`config.mk`:
```
export PLATFORM = sky130hd
export DESIGN_NAME = mmcp_ctrl
export DESIGN_NICKNAME = d
export VERILOG_FILES = /design/src/rtl/core/mmcp_pkg.sv /design/src/rtl/core/mmcp_ctrl.sv
export VERILOG_INCLUDE_DIRS = /design/src /design/src/rtl/core
export SDC_FILE = /design/constraint.sdc
export NUM_CORES = 1
export LEC_CHECK = 0
export CAP_MARGIN = 40
export CORE_AREA = 2 2 39 41
export CTS_CLUSTER_SIZE = 16
export DETAILED_ROUTE_END_ITERATION = 12
export DIE_AREA = 0 0 41 43
export DONT_BUFFER_PORTS = 1
export GPL_ROUTABILITY_DRIVEN = 0
export PLACE_DENSITY = 0.33
export SETUP_SLACK_MARGIN = 0.4
export SYNTH_ARGS = -nofsm -noshare
export SYNTH_HDL_FRONTEND = slang
export SYNTH_SLANG_ARGS = --single-unit
```
`constraint.sdc`:
```
create_clock -name i_clk -period 1.2 [get_ports i_clk]
set_clock_uncertainty 0.15 [all_clocks]
set_input_delay 0.18 -clock i_clk [delete_from_list [all_inputs] [get_ports i_clk]]
set_output_delay 0.18 -clock i_clk [all_outputs]
set_load 0.1 [all_outputs]
```
`src/rtl/core/assert_macros.svh`:
```
// assertion helpers shared by the core modules
`ifndef ASSERT_MACROS_SVH
`define ASSERT_MACROS_SVH

// property checked on every rising edge outside reset
`define ASSERT_CLK(label, clk, rst_n, prop, msg) \
    label: assert property (@(posedge clk) disable iff (!rst_n) (prop)) else $error(msg);

// expression that must never be true outside reset
`define ASSERT_NEVER(label, clk, rst_n, expr, msg) \
    `ASSERT_CLK(label, clk, rst_n, !(expr), msg)

`endif

```
`src/rtl/core/mmcp_pkg.sv`:
```
package mmcp_pkg;

    localparam int MAX_BOOKS_DEF = 1024;
    localparam int PAGE_BITS_DEF = 16;

    localparam int STUDENT_W = 11;
    localparam logic [STUDENT_W-1:0] STUDENT_RST = 11'd1;

    typedef struct packed {
        logic load;
        logic search_init;
        logic trial_init;
        logic trial_run;
        logic decide;
        logic clear;
    } t_dp_cmd;

    typedef struct packed {
        logic search_done;
        logic trial_done;
    } t_dp_stat;

endpackage

```
`src/rtl/core/mmcp_ctrl.sv`:
```
module mmcp_ctrl (
    input  logic               i_clk,
    input  logic               i_rst_n,
    input  logic               start,
    input  logic               i_last_book,
    input  mmcp_pkg::t_dp_stat i_stat,
    output mmcp_pkg::t_dp_cmd  o_cmd,
    output logic               busy,
    output logic               o_strobe
);

`include "assert_macros.svh"

    typedef enum logic [2:0] {
        ST_LOAD,
        ST_INIT,
        ST_SETUP,
        ST_TRIAL,
        ST_DECIDE
    } t_state;

    t_state r_state;
    logic   r_busy;
    logic   r_strobe;

    always_comb begin
        o_cmd             = '0;
        o_cmd.load        = (r_state == ST_LOAD) && start && !r_busy;
        o_cmd.search_init = (r_state == ST_INIT);
        o_cmd.trial_init  = (r_state == ST_SETUP) && !i_stat.search_done;
        o_cmd.clear       = (r_state == ST_SETUP) && i_stat.search_done;
        o_cmd.trial_run   = (r_state == ST_TRIAL);
        o_cmd.decide      = (r_state == ST_DECIDE);
    end

    always_ff @(posedge i_clk) begin
        if (!i_rst_n) begin
            r_state  <= ST_LOAD;
            r_busy   <= 1'b0;
            r_strobe <= 1'b0;
        end else begin
            r_strobe <= 1'b0;
            case (r_state)
                ST_LOAD: begin
                    if (start && !r_busy && i_last_book) begin
                        r_state <= ST_INIT;
                        r_busy  <= 1'b1;
                    end
                end
                ST_INIT: begin
                    r_state <= ST_SETUP;
                end
                ST_SETUP: begin
                    if (i_stat.search_done) begin
                        r_state  <= ST_LOAD;
                        r_busy   <= 1'b0;
                        r_strobe <= 1'b1;
                    end else begin
                        r_state <= ST_TRIAL;
                    end
                end
                ST_TRIAL: begin
                    if (i_stat.trial_done) begin
                        r_state <= ST_DECIDE;
                    end
                end
                ST_DECIDE: begin
                    r_state <= ST_SETUP;
                end
                default: begin
                    r_state <= ST_LOAD;
                    r_busy  <= 1'b0;
                end
            endcase
        end
    end

    assign busy     = r_busy;
    assign o_strobe = r_strobe;

    `ASSERT_CLK(a_strobe_single, i_clk, i_rst_n, r_strobe |=> !r_strobe, "strobe held over two cycles")
    `ASSERT_CLK(a_strobe_ends_search, i_clk, i_rst_n, r_strobe |-> !r_busy && $past(r_busy), "result without a search")
    `ASSERT_NEVER(a_idle_not_busy, i_clk, i_rst_n, !r_busy && r_state != ST_LOAD, "search state while not busy")

endmodule

```
==> results.py <==
metrics = {
    "outcome": {
        "failed_checks": "negative hold slack, negative setup slack",
        "status": "finished with violations",
    },
    "sta": {
        "timing.final.max_slew_violations": 0,
        "clock.fmax_mhz": 662,
        "hold-worst-slack_ps": -90.6,
        "grt_setup_unrepaired": "true",
        "tns_ps": -2010,
        "worst_slew_pin_slew_ps": 286,
        "layout_setup_ws_ps": -311,
        "period_minus_slack_ps": 1510,
        "relSlewSlack": 0.810,
        "setup_violations": 7,
        "fin_crit_sh": 1.26,
        "hold_viol_final": 5,
    },
    "placement": {
        "placed_cells": 59,
        "portBuffers": 0,
        "dp_hpwl_um": 617,
    },
    "clock_tree": {
        "ctsLongestPathBuffers": 2,
        "clkTransAtPathRegs_ps": 40,
        "insertion_delay_ps": 250,
        "tritoncts": "built",
        "clockRootBuffer": "clkbuf_4",
        "cts_sinks": 5,
        "numCtsBuffers": 3,
        "cts_max_level": 1,
    },
    "floorplan": {
        "num_rows": 14,
        "core_area_um2": 1380,
        "die_h_um": 43,
        "num_io_pins": 14,
        "die_width_um": 41,
        "start_util": 0.172,
        "die-area_um2": 1760,
    },
    "synth": {
        "yosysSeqAreaShare": 0.421,
        "synth_largest_area_cell": "dfxtp_1",
        "ys_types": 14,
        "yosys.area.top_type_share": 0.421,
        "syn_nets": 35,
        "ys_ff_latch": 5,
        "syn_area_per_cell_um2": 8.20,
        "synth_area_leaders": "dfxtp_1 (42%), nor3_1 (11%), nand4b_1 (7.4%)",
        "syn_inst": 29,
        "ys_warn_count": 0,
        "syn_area_um2": 238,
    },
    "setup_path": {
        "startpoint": "r_state[2]",
        "start_kind": "flip-flop",
        "r2r_start": "r_state[0]",
        "crit_type": "flip-flop to output port",
        "r2r_cells": 5,
        "critPathMaxFanout": 4,
        "cp-end-kind": "output port",
        "required_ps": 870,
        "crit_arrival_ps": 1180,
    },
    "detailed_routing": {
        "first_iter_violations": 1,
        "wl_um": 857,
        "drc": 0,
        "avgViaCountPerCell": 4.68,
        "vias": 309,
        "routedWlPerCell_um": 13.0,
        "detail-route-antenna-nets": 0,
        "firstDrtPassIters": 2,
    },
    "flow_run": {
        "maxCapViolCount": 0,
    },
    "min_path": {
        "min_path_cells": 1,
        "min_from": "i_rst_n",
        "hp-class": "primary input to flip-flop",
    },
    "cells_and_area": {
        "layout-drive-gt1-share": 0.760,
        "n_antenna_cell": 0,
        "fin_nets": 57,
        "fin_cells": 66,
        "area_growth_pct": 167,
    },
    "power_and_ir_drop": {
        "ir_drop_mv": 0.449,
        "powerDensity_nw_per_um2": 1100,
        "power_leakage_nw": 0.244,
    },
    "grt": {
        "grt_max_degree": 6,
        "antenna_found_initial": 0,
        "grt_pass1_wl_mm": 1.47,
        "grt-ovfl-total": 0,
        "grt_pass1_vias": 319,
        "grt_usage": 0.140,
    },
}
[flip-flops by register name, summed over array words and instances, names as in the netlist]
signal,cells
r_state,3
o_strobe,1
busy,1
[layout by cell type, fill, tap and decap left out, drive strengths merged]
cell,count
and2,1
a31oi,1
a211oi,1
nand3b,1
nor2,3
and3,1
buf,17
nand3,1
dfxtp,5
inv,2
nand2,3
nand2b,2
nand4b,2
nor3,5
o41a,1
clkbuf,4
[final timing paths]
path | end | slack (ps)
worst min register to register | busy | 390
worst max-delay path | o_cmd[3] | -310
worst max register to register | r_state[1] | -290
worst min-delay path | r_state[1] | -90
[area by class of cell]
class	instances	area, µm²
inverter	2	10.0
timing repair buffer	17	248
tap	16	20.0
clock buffer	4	26.3
multi-input combinational	22	215
fill	123	748
sequential	5	116
[what timing repair did]
| action | in CTS | in global routing |
|---|---|---|
| setup endpoints to repair | 13 | 13 |
| hold endpoints to repair | 5 | 5 |
| pin swaps | 9 | 4 |
| gates resized for setup | 8 | 2 |
| buffers inserted | 2 | 1 |
[Yosys cell counts]
cell,n
o41a_1,1
a211oi_1,1
and2_4,1
a31oi_1,1
nand3_1,1
and3_1,1
nand2b_1,2
nand2_1,3
nor3_1,5
nor2_1,3
dfxtp_1,5
inv_1,2
nand4b_1,2
nand3b_1,1
[power breakdown]
part	total, mW	internal [mW]	leakage, nW	switching [mW]
logic	0.291	0.118	0.184	0.173
clock network	0.205	0.126	0.0150	0.0783
registers	0.203	0.177	0.0442	0.0266
[critical path, cell delays in order, from the launching register on]
cell      delay (ps)
dfxtp_2          320
nand2b_4         170
nor3_4           230
buf_12           210
[kinds of logic after synthesis]
| family | after synthesis | synth area share |
|---|---|---|
| AOI/OAI and AO/OA | 3 | 0.105 |
| buffers and inverters | 2 | 0.0316 |
| DFF | 5 | 0.421 |
| and+or+nand+nor | 19 | 0.442 |
[routing by layer]
layer | track usage | wire length [µm]
met1 | 0.142 | 291
met2 | 0.172 | 412
met3 | 0.0995 | 108
met4 | 0.140 | 44
met5 | 0 | 0
[metrics by stage]
stage	util	power (mW)	setup WS (ps)	instance area (µm²)	hold slack [ps]
after floorplan	-	0.380	-552	320	156
after global placement	0.394	0.473	-115	546	161
after detailed placement	0.394	0.475	-120	546	160
after CTS	0.447	0.709	-336	618	-95.1
after global routing	0.459	0.741	-377	636	-104
final	0.459	0.699	-311	636	-90.6
Power figures use the tool's default switching activity.
